<file path="config.mk">
export PLATFORM = sky130hd
export DESIGN_NAME = sonar_frame_deframer
export DESIGN_NICKNAME = d
export VERILOG_FILES = /design/src/hw/rtl/sfd_pkg.sv /design/src/hw/rtl/sonar_frame_deframer.sv
export VERILOG_INCLUDE_DIRS = /design/src /design/src/hw/rtl
export SDC_FILE = /design/constraint.sdc
export NUM_CORES = 1
export LEC_CHECK = 0
export ABC_AREA = 0
export BUFFER_PORTS_ARGS = -buffer_cell sky130_fd_sc_hd__buf_2
export CORE_ASPECT_RATIO = 1.25
export CORE_UTILIZATION = 54
export DETAILED_ROUTE_END_ITERATION = 8
export MAX_ROUTING_LAYER = met4
export PLACE_DENSITY_LB_ADDON = 0.25
export SLEW_MARGIN = 40
export SYNTH_ARGS = -nofsm -noshare
export SYNTH_HDL_FRONTEND = slang
export SYNTH_SLANG_ARGS = --single-unit
</file>
<file path="constraint.sdc">
create_clock -name clk_i -period 6.2 [get_ports clk_i]
set_input_delay 0.31 -clock clk_i [delete_from_list [all_inputs] [get_ports clk_i]]
set_output_delay 0.31 -clock clk_i [all_outputs]
set_load 0.02 [all_outputs]
</file>
<file path="src/hw/rtl/assert_macros.svh">
// Assertion macros for the RTL module of the deframer.
`ifndef ASSERT_MACROS_SVH
`define ASSERT_MACROS_SVH

// Clocked assertion that is switched off while reset is asserted.
`define ASSERT_CLK(lbl, prop, msg) \
  lbl: assert property (@(posedge clk_i) disable iff (!rst_ni) prop) else $error(msg);

// Clocked assertion that also holds during reset.
`define ASSERT_ALWAYS(lbl, prop, msg) \
  lbl: assert property (@(posedge clk_i) prop) else $error(msg);

`endif

</file>
<file path="src/hw/rtl/sfd_pkg.sv">
// Package with the constants and result type of the serial frame deframer.
`default_nettype none

package sfd_pkg;

  localparam logic [7:0] START_CHAR = 8'h40;
  localparam logic [7:0] LINE_FEED  = 8'h0A;

  // Header positions, the start character sits at position one.
  localparam logic [16:0] POS_LEN_LO = 17'd6;
  localparam logic [16:0] POS_LEN_HI = 17'd7;
  localparam logic [16:0] POS_TX     = 17'd8;
  localparam logic [16:0] POS_RX     = 17'd9;
  localparam logic [16:0] POS_COUNT  = 17'd10;

  localparam logic [16:0] TERM_OFFSET = 17'd6;
  localparam logic [15:0] MIN_LENGTH  = 16'd6;

  // Result kinds.
  localparam logic [1:0] KIND_PAYLOAD  = 2'd0;
  localparam logic [1:0] KIND_END_OK   = 2'd1;
  localparam logic [1:0] KIND_BAD_TERM = 2'd2;
  localparam logic [1:0] KIND_BAD_LEN  = 2'd3;

  typedef struct packed {
    logic [1:0]  kind;
    logic [7:0]  data_byte;
    logic [16:0] frame_position;
    logic [15:0] bin_length;
    logic [7:0]  tx_node;
    logic [7:0]  rx_node;
    logic [7:0]  msg_count;
    logic [7:0]  msg_type;
  } result_t;

endpackage

`default_nettype wire

</file>
<file path="src/hw/rtl/sonar_frame_deframer.sv">
// Top level of the serial frame deframer: header capture, payload tagging and skid output.
// Results are registered: in the output register, or in the skid register while that is held.
// Throughput: one input beat per cycle; the output register plus a one-entry skid register
// let the input run on while a result waits, and input stall rises only when the skid is full.
// Reset (asynchronous, active low) returns the block to hunting for the start character and
// empties both output registers; captured header fields are cleared as well.
`default_nettype none
`include "assert_macros.svh"

module sonar_frame_deframer (
  input  wire logic        clk_i,
  input  wire logic        rst_ni,
  input  wire logic        in_valid_i,
  output logic             in_stall_o,
  input  wire logic [7:0]  rx_byte_i,
  output logic             out_valid_o,
  input  wire logic        out_stall_i,
  output logic [1:0]       kind_o,
  output logic [7:0]       data_byte_o,
  output logic [16:0]      frame_position_o,
  output logic [15:0]      bin_length_o,
  output logic [7:0]       tx_node_o,
  output logic [7:0]       rx_node_o,
  output logic [7:0]       msg_count_o,
  output logic [7:0]       msg_type_o
);
  import sfd_pkg::*;

  // Parser phases. The unused code behaves like hunting.
  localparam logic [1:0] PH_HUNT   = 2'd0;
  localparam logic [1:0] PH_HEADER = 2'd1;
  localparam logic [1:0] PH_DATA   = 2'd2;

  logic [1:0]  phase_q, phase_d;
  logic [16:0] pos_q, pos_d;
  logic [15:0] len_q, len_d;
  logic [7:0]  tx_q, tx_d;
  logic [7:0]  rx_q, rx_d;
  logic [7:0]  cnt_q, cnt_d;
  logic [7:0]  typ_q, typ_d;

  result_t     out_q, out_d;
  result_t     skid_q, skid_d;
  logic        out_valid_q, out_valid_d;
  logic        skid_valid_q, skid_valid_d;

  logic        in_fire;
  logic        out_take;
  logic        res_valid;
  logic [1:0]  res_kind;
  logic [16:0] pos_inc;
  logic [16:0] term_pos;
  result_t     res;

  // The input is held back only while the skid register holds a result, so a
  // result that waits on the output never blocks beats that arrive behind it.
  assign in_stall_o = skid_valid_q;
  assign in_fire    = in_valid_i && !in_stall_o;
  assign out_take   = out_valid_q && !out_stall_i;

  assign pos_inc  = pos_q + 17'd1;
  assign term_pos = {1'b0, len_q} + TERM_OFFSET;

  // Per-beat parser. The header fields update in place, and a result carries
  // the header as it stands after this beat, so a bad length result already
  // shows the message type that triggered it.
  always_comb begin
    phase_d   = phase_q;
    pos_d     = pos_q;
    len_d     = len_q;
    tx_d      = tx_q;
    rx_d      = rx_q;
    cnt_d     = cnt_q;
    typ_d     = typ_q;
    res_valid = 1'b0;
    res_kind  = KIND_PAYLOAD;

    if (in_fire) begin
      case (phase_q)
        PH_HEADER: begin
          pos_d = pos_inc;
          if (pos_inc == POS_LEN_LO) begin
            len_d = {8'h00, rx_byte_i};
          end else if (pos_inc == POS_LEN_HI) begin
            len_d = {rx_byte_i, len_q[7:0]};
          end else if (pos_inc == POS_TX) begin
            tx_d = rx_byte_i;
          end else if (pos_inc == POS_RX) begin
            rx_d = rx_byte_i;
          end else if (pos_inc == POS_COUNT) begin
            cnt_d = rx_byte_i;
          end else if (pos_inc > POS_COUNT) begin
            // Message type byte closes the header. A length this short puts
            // the terminator inside the header, so the frame is dropped.
            typ_d = rx_byte_i;
            if (len_q < MIN_LENGTH) begin
              res_valid = 1'b1;
              res_kind  = KIND_BAD_LEN;
              phase_d   = PH_HUNT;
            end else begin
              phase_d = PH_DATA;
            end
          end
        end
        PH_DATA: begin
          pos_d     = pos_inc;
          res_valid = 1'b1;
          if (pos_inc == term_pos) begin
            res_kind = (rx_byte_i == LINE_FEED) ? KIND_END_OK : KIND_BAD_TERM;
            phase_d  = PH_HUNT;
          end
        end
        default: begin
          phase_d = PH_HUNT;
          if (rx_byte_i == START_CHAR) begin
            phase_d = PH_HEADER;
            pos_d   = 17'd1;
            len_d   = '0;
            tx_d    = '0;
            rx_d    = '0;
            cnt_d   = '0;
            typ_d   = '0;
          end
        end
      endcase
    end
  end

  always_comb begin
    res.kind           = res_kind;
    res.data_byte      = rx_byte_i;
    res.frame_position = pos_d;
    res.bin_length     = len_d;
    res.tx_node        = tx_d;
    res.rx_node        = rx_d;
    res.msg_count      = cnt_d;
    res.msg_type       = typ_d;
  end

  // Output register with a one-entry skid register behind it. The skid entry
  // is always older than anything new, so it moves up first.
  always_comb begin
    out_d        = out_q;
    skid_d       = skid_q;
    out_valid_d  = out_valid_q;
    skid_valid_d = skid_valid_q;

    if (out_take) begin
      if (skid_valid_q) begin
        out_d        = skid_q;
        skid_valid_d = 1'b0;
      end else begin
        out_valid_d = 1'b0;
      end
    end

    if (res_valid) begin
      if (!out_valid_d) begin
        out_d       = res;
        out_valid_d = 1'b1;
      end else begin
        skid_d       = res;
        skid_valid_d = 1'b1;
      end
    end
  end

  always_ff @(posedge clk_i or negedge rst_ni) begin
    if (!rst_ni) begin
      phase_q      <= PH_HUNT;
      pos_q        <= '0;
      len_q        <= '0;
      tx_q         <= '0;
      rx_q         <= '0;
      cnt_q        <= '0;
      typ_q        <= '0;
      out_valid_q  <= 1'b0;
      skid_valid_q <= 1'b0;
    end else begin
      phase_q      <= phase_d;
      pos_q        <= pos_d;
      len_q        <= len_d;
      tx_q         <= tx_d;
      rx_q         <= rx_d;
      cnt_q        <= cnt_d;
      typ_q        <= typ_d;
      out_valid_q  <= out_valid_d;
      skid_valid_q <= skid_valid_d;
    end
  end

  always_ff @(posedge clk_i) begin
    out_q  <= out_d;
    skid_q <= skid_d;
  end

  assign out_valid_o      = out_valid_q;
  assign kind_o           = out_q.kind;
  assign data_byte_o      = out_q.data_byte;
  assign frame_position_o = out_q.frame_position;
  assign bin_length_o     = out_q.bin_length;
  assign tx_node_o        = out_q.tx_node;
  assign rx_node_o        = out_q.rx_node;
  assign msg_count_o      = out_q.msg_count;
  assign msg_type_o       = out_q.msg_type;

  // The skid register only fills behind a waiting output beat.
  `ASSERT_ALWAYS(a_skid_behind_out, skid_valid_q |-> out_valid_q, "skid full with output empty")
  // While in the payload the position never passes the terminator position.
  `ASSERT_CLK(a_data_pos_bound, (phase_q == PH_DATA) |-> (pos_q <= term_pos && pos_q >= 17'd11),
              "payload position out of range")
  // A frame end, good or bad, is reported exactly at the terminator position.
  `ASSERT_CLK(a_end_at_term,
              (out_valid_q && (out_q.kind == KIND_END_OK || out_q.kind == KIND_BAD_TERM)) |->
              (out_q.frame_position == {1'b0, out_q.bin_length} + TERM_OFFSET),
              "frame end reported away from terminator position")
  // A length error is only raised for a length below the minimum.
  `ASSERT_CLK(a_bad_len_short,
              (out_valid_q && out_q.kind == KIND_BAD_LEN) |-> (out_q.bin_length < MIN_LENGTH),
              "length error raised for a valid length")

endmodule

`default_nettype wire

</file>
==> key figures, run 1 <==
Final layout
  • Fin nets: approximately 1.1k
  • Commonest non-fill, non-tap cells in the layout: nand2_1 (195), buf_2 (88), dfxtp_1 (75), edfxtp_1 (75), dfrtp_1 (69)
  • Most common cell after layout, fill and taps aside: nand2_1
  • Number of diodes: 0
  • Share of layout cells above drive strength 1: between 10% and 20%
  • Area growth from synthesis to layout: 11.9%
  • Post-route insts no fill: roughly 1.3k

Routing
  • DRC Markers: 0
  • Via-per-instance ratio: 6.34
  • DR WL/cell: 21.2 um
  • DRT Wirelength: about 27,000 um
  • DR iter-0 viols: between 600 and 700
  • 1st-pass router iterations: 7
  • Antenna viol nets, final: 0
  • Via count: 8,133

Synth
  • Syn Nets: roughly 1.0k
  • Post-synth top area share: roughly 22%
  • YS warnings: 0
  • Synth area leaders: edfxtp_1 (22%), dfrtp_1 (17%), dfxtp_1 (15%), nand2_1 (7.2%), a22o_1 (3.2%)
  • Post-Synthesis Cells: slightly below 1k
  • Flop and latch count out of synthesis: roughly 220
  • Async S/R FF share, synth: about a third
  • Sequential-to-total area share from yosys stat: between 50% and 60%
  • Syn_area_per_cell: approximately 10 um^2
  • Post-synthesis simple-gate area fraction: between 10% and 20%
  • Compound-gate portion of the synthesized area: roughly 17%
  • Synth Area in XOR/XNOR: approximately 3%
  • Yosys top cell by area: edfxtp_1
  • Largest family of logic cells by synthesized area: simple AND/OR/NAND/NOR gates
  • Adder-Cell Fraction of Synth Area: less than 1%
  • EDFF count, synth: 75
  • Mux cell area share after synthesis: under 10%
  • Synth cell types: 77
  • Synth Flop Type: edfxtp_1
  • Netlist Area Pre-Place: slightly above 0.01 mm^2

Timing
  • Fmax: between 200 and 300 MHz
  • Clk_skew: around 14 ps
  • Slew margin rel.: a little over two fifths
  • Final setup viols: 0
  • Period utilisation layout: about 62%
  • Final Max Tran Viols: 0
  • Setup_tns: 0 ps
  • Final min period: between 3000 and 4000 ps
  • RSZ-0062 raised after global routing: no
  • Least-Margin Pin Slew: approximately 840 ps
  • Hold Violations, Final: 0

Die
  • Row cnt: 55
  • Die H: about 160 um
  • Initial core utilization: between 50% and 60%
  • Ports: 89
  • Core area: 0.0183 mm^2
  • Die area: between 0.015 and 0.02 mm^2
  • DIE WIDTH: between 100 and 150 um

Global route
  • Met3 usage: 3.50%
  • First-pass GRT wire length: between 40,000 and 50,000 um
  • Vias in the first global route: between 7k and 8k
  • Met2 global-route usage: about half
  • Gr ovfl total: 0
  • Met1 usage: between 30% and 40%
  • Antenna violations before repair: 0
  • Largest net degree at the start of global routing: between 80 and 90
  • Gr busiest metal: met2
  • All-layer global routing usage: 29.1%

CTS
  • Register clock-pin slew on the reported worst setup and hold paths: ~60 ps
  • Post-cts resize count: 0
  • Clk_lat worst skew: between 500 and 600 ps
  • CTS Sinks: 219
  • Htree depth: 1
  • CTS tree: done
  • Root Buffer: clkbuf_16
  • CTS Buf Count: 22
  • Post-CTS setup buffers: 0
  • Max Root-Sink Buffers: 3
  • Hold buffers post-CTS: 1

Worst setup path
  • Required @ worst endpoint: ~6500 ps
  • CP Capture Type: flop
  • CP max FO: 13
  • CP Class: reg -> reg
  • Critical path arrival: just over 4000 ps
  • Setup crit start kind: flop

Pwr
  • Lkg Pwr: between 4 and 5 nW
  • Pwr dens: around 250 mW/mm^2
  • VDD IR-drop max: 0.269 mV

Placement
  • Post-DP HPWL: 17,700 um
  • Placer congestion estimate: just over 0.9
  • Count of input and output buffers: 88
  • Cells after DPL: about 1.2k

Outcome
  • Outcome: completed

Min path
  • Hold Path Class: in -> reg

Job
  • Total of max-cap violations: 0
## state kept, by name (all words and copies together), names as in the netlist, 2 cells and up
name,count
bin_length_o,16
cnt_q,8
data_byte_o,8
frame_position_o,17
kind_o,2
len_q,16
msg_count_o,8
msg_type_o,8
phase_q,2
pos_q,17
rx_node_o,8
rx_q,8
skid_q,75
tx_node_o,8
tx_q,8
typ_q,8
## metal layers
layer,wire (um),vias up
met5,0,-
met4,1190,0
met3,1620,80
met2,13800,307
met1,10600,3997
li1,-,3749
## critical path, cell delays in order, from the launching register on
cell	delay (ps)
dfrtp_1	560
ha_1	390
nand3_4	240
nor4_2	340
xnor2_1	180
nand3_1	180
nor4_4	520
nand3b_1	480
a31o_2	490
a22o_1	220
## per-stage QoR
stage | setup WS [ps] | hold WS [ps] | cell area [um^2] | power (mW) | utilization [%]
final | 2350 | 89.5 | 11500 | 2.83 | 62.6
after global routing | 2040 | 102 | 11500 | 2.90 | 62.6
after CTS | 2370 | 84.1 | 11500 | 2.84 | 62.6
after detailed placement | 2400 | 462 | 10800 | 1.59 | 58.9
after global placement | 2520 | 460 | 10800 | 1.59 | 58.8
after floorplan | 313 | 14.4 | 10200 | 1.56 | -
## worst paths after layout
| path | from | end | slack [ps] | cells after the start |
|---|---|---|---|---|
| max | pos_q[0]$_DFF_PN0_ | skid_q[22]$_DFFE_PP_ | 2350 | 9 |
| min | out_stall_i | in_stall_o$_DFF_PN0_ | 90 | 3 |
| max reg2reg | pos_q[0]$_DFF_PN0_ | skid_q[22]$_DFFE_PP_ | 2350 | 9 |
| min reg2reg | data_byte_o[6]$_DFF_P_ | data_byte_o[6]$_DFF_P_ | 470 | 2 |
| max in group asynchronous | rst_ni | in_stall_o$_DFF_PN0_ | 5230 | 3 |
| min in group asynchronous | rst_ni | pos_q[9]$_DFF_PN0_ | 460 | 3 |
## synthesized netlist by cell type, types with 4 or more instances
cell type and count:
nor4_1 7, a22oi_1 7, mux2i_1 22, mux2_2 21, dfrtp_1 69, nand2b_1 4
buf_2 19, a31oi_1 24, o21ai_1 6, nand4_1 7, nor2b_1 4, a221oi_1 6
ha_1 8, and2_1 5, nand4b_1 4, xnor2_1 17, o31ai_1 7, o21ai_0 36
xnor3_1 4, and3_1 17, nand2_1 197, buf_1 5, o21a_1 21, clkbuf_1 44
nor3_1 14, nand3_1 40, a21oi_1 41, a22o_1 38, edfxtp_1 75, nor2_1 31
dfxtp_1 75, a32oi_1 21, and4_1 7, xor2_1 8, inv_1 15
## power breakdown
group          internal (mW)  switching [mW]
registers               1.48         0.00559
logic                 0.0196          0.0550
clock network          0.720           0.542
total                   2.22           0.602
## area by class of cell
cell class	count	area, um^2
inverter	15	56.3
timing repair buffer	98	538
sequential	219	5480
fill	1529	6840
multi-input combinational	684	4430
clock buffer	35	651
clock inverter	4	26.3
tap	228	285
## kinds of logic after synthesis
family	count (synthesis)
fa+ha+maj	8
mux	47
compound gates	240
xor+xnor	29
simple gates	360
buf+inv	87
flops	219
(Power assumes the default switching activity.)
==> run 2, diff against run 1 <==
- ABC_AREA: 0 -> 1
- CORE_UTILIZATION: 54 -> 60
- clock period: 6.2 -> 3.67 ns (I/O delays scaled with it)
==> run 2 against run 1 <==
Routed wire length up 4.2%. Sequential share of layout area down 3.1 points. Count of clock-buffer cells in the layout down 3. Non-clock buffer count up 11. Cell count up 33%.
==> key figures, run 2 <==
CTS
  • Root Buffer: clkbuf_16
  • Htree depth: 1
  • CTS Sinks: approximately 220
  • Post-cts resize count: 0
  • Register clock-pin slew on the reported worst setup and hold paths: around 70 ps
  • CTS Buf Count: 22
  • Clk_lat worst skew: ~510 ps
  • Post-CTS setup buffers: 0
  • Max Root-Sink Buffers: 3
  • CTS tree: done

Synth
  • Syn Nets: about 1.4k
  • Top cells by count, synth: nand2_1 (555), inv_1 (121), nor2_1 (84), dfxtp_1 (75), edfxtp_1 (75)
  • Synth area leaders: edfxtp_1 (21%), nand2_1 (19%), dfrtp_1 (16%), dfxtp_1 (14%), inv_1 (4.2%)
  • YS warnings: 0
  • EDFF count, synth: 75
  • Post-synth top area share: about a fifth
  • Yosys top cell by area: edfxtp_1
  • Synth Flop Type: edfxtp_1
  • Synth cell types: 40
  • Syn_area_per_cell: slightly below 8 um^2
  • Async S/R FF share, synth: a little under a third
  • Netlist Area Pre-Place: roughly 0.011 mm^2
  • Most frequent cell after synthesis: nand2_1
  • Post-Synthesis Cells: around 1.4k
  • Sequential-to-total area share from yosys stat: about half
  • Flop and latch count out of synthesis: between 200 and 250

Worst setup path
  • Required @ worst endpoint: around 3800 ps
  • Path depth of the worst reg2reg path: 16
  • Worst setup path end: skid_q[52]$_DFFE_PP_
  • Setup crit start kind: flop
  • Worst reg2reg setup slack: between 200 and 300 ps
  • R2r endpoint: skid_q[52]$_DFFE_PP_
  • CP max FO: between 70 and 80
  • CP Capture Type: flop
  • CP Class: reg -> reg
  • Reg2reg start: pos_q[1]$_DFF_PN0_
  • CP startpoint: pos_q[1]$_DFF_PN0_
  • Critical path arrival: about 3500 ps

Global route
  • Antenna violations before repair: 0
  • Met2 global-route usage: about half
  • Vias in the first global route: a little over 9k
  • Gr ovfl total: 0
  • Gr busiest metal: met2
  • Met3 usage: 4.83%
  • Met1 usage: 39.9%
  • First-pass GRT wire length: roughly 45,000 um
  • Largest net degree at the start of global routing: 86
  • All-layer global routing usage: 31.9%

Pwr
  • Total power: roughly 6.8 mW
  • VDD IR-drop max: 0.512 mV
  • Lkg Pwr: a little over 6 nW
  • Pwr dens: 557 mW/mm^2

Final layout
  • Multi-input logic area: around 0.0047 mm^2
  • Register area: ~0.0055 mm^2
  • Number of diodes: 0
  • Share of layout cells above drive strength 1: a little under an eighth
  • Most common cell after layout, fill and taps aside: nand2_1
  • Fin nets: 1,482
  • Commonest non-fill, non-tap cells in the layout: nand2_1 (553), inv_1 (120), buf_2 (88), nor2_1 (81)
  • Fillers: approximately 1.5k
  • Area growth from synthesis to layout: 12.6%
  • Max FFs per register: 75
  • Core Util, Final: 69.6%
  • Design area: between 0.01 and 0.015 mm^2
  • Post-route insts no fill: roughly 1.7k
  • Most flop-heavy register: skid_q

Outcome
  • Outcome: completed

Die
  • Row cnt: 54
  • Core area: around 0.018 mm^2
  • Ports: between 80 and 90
  • DIE WIDTH: between 100 and 150 um
  • Die H: roughly 150 um
  • Die area: approximately 0.019 mm^2
  • Initial core utilization: between 60% and 70%

Timing
  • Worst hold slack: between 20 and 25 ps
  • Final min period: 3400 ps
  • Clk_skew: approximately 15 ps
  • RSZ-0062 raised after global routing: no
  • Final Max Tran Viols: 0
  • Slew margin rel.: between 40% and 50%
  • Worst setup margin: 273 ps
  • Hold Violations, Final: 0
  • Period utilisation layout: between 90% and 100%
  • Setup_tns: 0 ps
  • Final setup viols: 0
  • Fmax: ~300 MHz
  • Least-Margin Pin Slew: around 830 ps

Routing
  • DR iter-0 viols: between 700 and 800
  • DRT Wirelength: between 20,000 and 30,000 um
  • 1st-pass router iterations: 6
  • Antenna viol nets, final: 0
  • DR WL/cell: between 15 and 20 um
  • DRC Markers: 0
  • Via count: 9,450
  • Via-per-instance ratio: ~5.6

Placement
  • Post-DP HPWL: 19,200 um
  • Worst slack at placement: around 340 ps
  • Dpl cell area: ~0.012 mm^2
  • Cells after DPL: 1,660
  • Count of input and output buffers: 88
  • Placer congestion estimate: about 0.97

Job
  • Total of max-cap violations: 0

Min path
  • Hold Path Class: in -> reg
## run 2: changes by cell type after synthesis, sizes merged, moves of 23 or more
cell and delta:
nand2 +365, inv +108, nor2 +60, o21ai +51, a22o -38, a31oi -24, mux2 -23
## run 2: cells by family (layout without fill, tap and decap cells)
family	count (synthesis)	after routing	share of synthesized area (%)
xor gates and xnor gates	14	14	1.13
DFF	219	219	50.3
adders and majority gates	8	8	0.919
buffers and inverters	183	274	7.06
AOI/OAI and AO/OA	164	164	8.46
muxes	33	33	3.06
and+or+nand+nor	766	766	29.1
## run 2: area by class of cell
| class | count | area share (%) |
|---|---|---|
| inverters | 125 | 3.84 |
| well taps | 224 | 2.28 |
| multi-input cells | 985 | 38.1 |
| clock inverters | 8 | 0.755 |
| flip-flops and latches | 219 | 44.7 |
| clock buffers | 32 | 5.21 |
| repair buffers | 109 | 5.12 |
## run 2: repair_timing
item                                    in CTS  in global routing
hold buffers                                 2                  0
endpoints found under the setup margin       0                  0
hold endpoints to repair                    25                  0
## run 2: where the power goes
part	internal, mW	switching (mW)
combinational	0.525	1.01
clock	1.35	0.929
sequential	2.83	0.195
## run 2: how the worst min path moves through the flow
stage	depth (start not counted)	startpoint	to	slack, ps
3_5_place_dp	1	rst_ni	pos_q[4]$_DFF_PN0_	240
3_3_place_gp	1	rst_ni	pos_q[4]$_DFF_PN0_	240
2_1_floorplan	0	rst_ni	cnt_q[0]$_DFF_PN0_	-110
5_1_grt	3	out_stall_i	in_stall_o$_DFF_PN0_	30
6_report	3	out_stall_i	in_stall_o$_DFF_PN0_	20
4_1_cts	1	rx_byte_i[6]	skid_q[71]$_DFFE_PP_	10
## run 2: routing by layer
metal  up-vias  part of all wire (%)
li1       4650                     -
met1      4401                    42
met2       324                    49
met3        75                   5.6
met4         0                   3.6
met5         -                     0
## run 2: worst max-delay path, cell delays in order (launching register included)
cell and delay, ps:
dfrtp_1 440, ha_2 240, nand2_2 70, nor2_4 220, nand2_2 120, o21ai_1 130, nand2_1 140, nand2_2 150
nor2_1 100, o21ai_4 180, nand3_4 130, nor2_4 200, nand2_4 80, nand2_2 110, nand2_2 100, nor2_4 150
buf_12 370
==> run 3, diff against run 2 <==
- BUFFER_PORTS_ARGS: -buffer_cell sky130_fd_sc_hd__buf_2 -> unset
- CORE_UTILIZATION: 60 -> 63
- DONT_BUFFER_PORTS: unset -> 1
==> run 3 against run 2 <==
Count of clock-buffer cells in the layout is the same. Sequential share of layout area grew 1.3 points. Cell count is 4.8% lower. Routed wire length increased by 0.43%. Sequential cell count unchanged. Highest routed layer unchanged. Power fell by 4.2%. Critical path depth rose by 2. First-iteration DRC count increased by 10%.
==> key figures, run 3 (synthesis results as in run 2) <==
Die
  • DIE WIDTH: 120 um
  • Initial core utilization: roughly 65%
  • Row cnt: between 50 and 60
  • Die H: 149 um
  • Die area: between 0.015 and 0.02 mm^2
  • Ports: approximately 90
  • Core area: 0.0168 mm^2

Final layout
  • Most common cell after layout, fill and taps aside: nand2_1
  • Number of diodes: 0
  • Commonest non-fill, non-tap cells in the layout: nand2_1 (552), inv_1 (120), nor2_1 (81), dfxtp_1 (75), edfxtp_1 (75)
  • Most flop-heavy register: skid_q
  • Share of layout cells above drive strength 1: around 6.6%
  • Max FFs per register: 75
  • Area growth from synthesis to layout: 9.54%
  • Design area: around 0.012 mm^2
  • Post-route insts no fill: around 1.6k
  • Fin nets: about 1.4k
  • Fillers: roughly 1.4k

Routing
  • DR iter-0 viols: 845
  • Antenna viol nets, final: 0
  • DRC Markers: 0
  • 1st-pass router iterations: 5
  • Via-per-instance ratio: between 5 and 6
  • DR WL/cell: between 15 and 20 um
  • Via count: 9,106
  • DRT Wirelength: 28,500 um

Placement
  • Cells after DPL: between 1.5k and 2k
  • Placer congestion estimate: around 0.96
  • Dpl cell area: roughly 0.011 mm^2
  • Post-DP HPWL: 18,800 um
  • Count of input and output buffers: 0

Timing
  • Period utilisation layout: roughly 92%
  • Slew margin rel.: roughly 43%
  • RSZ-0062 raised after global routing: no
  • Setup_tns: 0 ps
  • Fmax: approximately 300 MHz
  • Final setup viols: 0
  • Final min period: 3390 ps
  • Hold Violations, Final: 0
  • Least-Margin Pin Slew: about 840 ps
  • Final Max Tran Viols: 0
  • Clk_skew: around 12 ps

Global route
  • First-pass GRT wire length: roughly 45,000 um
  • Met3 usage: 5.66%
  • Gr busiest metal: met2
  • Largest net degree at the start of global routing: 86
  • Met2 global-route usage: a little over half
  • Gr ovfl total: 0
  • Met1 usage: between 40% and 50%
  • Vias in the first global route: 8,482
  • All-layer global routing usage: between 30% and 40%
  • Antenna violations before repair: 0

Worst setup path
  • Required @ worst endpoint: 4060 ps
  • CP Class: reg -> reg
  • Slowest stage delay, CP: 450 ps
  • Setup crit start kind: flop
  • CP max-delay cell: dfrtp_1
  • R2r endpoint: rx_node_o[6]$_DFF_P_
  • Worst reg2reg setup slack: 280 ps
  • Cell mode on critical path: nand2_1
  • Path depth of the worst reg2reg path: 18
  • CP Capture Type: flop
  • CP max FO: between 80 and 90
  • Reg2reg start: pos_q[5]$_DFF_PN0_
  • Critical path arrival: between 3000 and 4000 ps
  • Crit-path cells: nand2_1 > nor2_2 > nand2_1 > nor2_1 > nand2_1 > nand2_1 > nand2_1 > nor2_1 > nand4_2 > nand3_4 > nor2_4 > nand2_4 > nand2_2 > nand3_2 > buf_12 > nand2_1 > inv_1 > nor2_1

Min path
  • Hold Path Class: in -> reg
  • Hold Crit Endpoint: len_q[7]$_DFF_PN0_
  • Hold_sp: rx_byte_i[7]
  • Worst hold stages: 4

Pwr
  • VDD IR-drop max: 0.567 mV
  • Lkg Pwr: ~5.7 nW
  • Pwr dens: approximately 550 mW/mm^2
  • Total power: approximately 6.5 mW

Outcome
  • Outcome: completed

CTS
  • Htree depth: 1
  • CTS Buf Count: 22
  • Root Buffer: clkbuf_16
  • Register clock-pin slew on the reported worst setup and hold paths: roughly 60 ps
  • Clk_lat worst skew: roughly 500 ps
  • Max Root-Sink Buffers: 3
  • CTS Sinks: 219
  • CTS tree: done

Job
  • Total of max-cap violations: 0
## run 3: changes by cell type in the layout (fill, tap and decap cells not counted), moves of 2 or more
| cell | change |
|---|---|
| clkbuf_1 | +2 |
| dlygate4sd3_1 | +8 |
| clkinv_1 | -3 |
| buf_4 | +2 |
| inv_2 | +2 |
| buf_2 | -88 |
| clkbuf_8 | -2 |
## run 3: where the power goes
group | internal [mW] | switching [mW] | total (mW)
logic | 0.350 | 0.578 | 0.928
registers | 2.83 | 0.565 | 3.39
clock network | 1.31 | 0.911 | 2.23
total | 4.49 | 2.05 | 6.55
## run 3: critical path, delay by kind of cell, from the launching register on
family | cells | cell delay (ps)
simple gates | 16 | 2360
flops | 1 | 450
buf+inv | 2 | 410
## run 3: metal layers
metal	routed length [um]	vias up	part of all wire [%]
li1	-	4490	-
met1	11600	4219	41
met2	13600	311	48
met3	1880	86	6.6
met4	1380	0	4.8
met5	0	-	0
## run 3: how the worst max path moves through the flow
stage	startpoint	to	depth (start not counted)
floorplan	pos_q[1]$_DFF_PN0_	skid_q[0]$_DFFE_PP_	15
global placement	pos_q[6]$_DFF_PN0_	frame_position_o[4]$_DFF_P_	15
detailed placement	pos_q[0]$_DFF_PN0_	bin_length_o[13]$_DFF_P_	17
CTS	pos_q[0]$_DFF_PN0_	bin_length_o[13]$_DFF_P_	17
global route	pos_q[6]$_DFF_PN0_	rx_node_o[3]$_DFF_P_	18
finish	pos_q[5]$_DFF_PN0_	rx_node_o[6]$_DFF_P_	18
## run 3: timing repair
action | in CTS | in global routing
buffers inserted | 0 | 1
endpoints found under the setup margin | 0 | 52
resized for setup | 0 | 2
hold endpoints to repair | 93 | 0
hold buffers | 11 | 0
## run 3: cell type report
cell class                 count  area, um^2  share of cell area (%)
tap                          220         275                    2.31
inverter                     125         474                    3.97
clock inverter                 8        93.8                   0.786
timing repair buffer          32         310                    2.60
clock buffer                  32         619                    5.19
sequential                   219        5480                    45.9
multi-input combinational    985        4680                    39.2
## run 3: metrics by stage
stage / hold WS [ps] / worst slack (ps) / utilization (%)
floorplan: -112 / 0.243 / -
global placement: -109 / 118 / 65.8
detailed placement: -109 / 210 / 65.8
CTS: 3.06 / 206 / 70.8
global route: 34.5 / 9.19 / 70.9
finish: 18.4 / 283 / 70.9
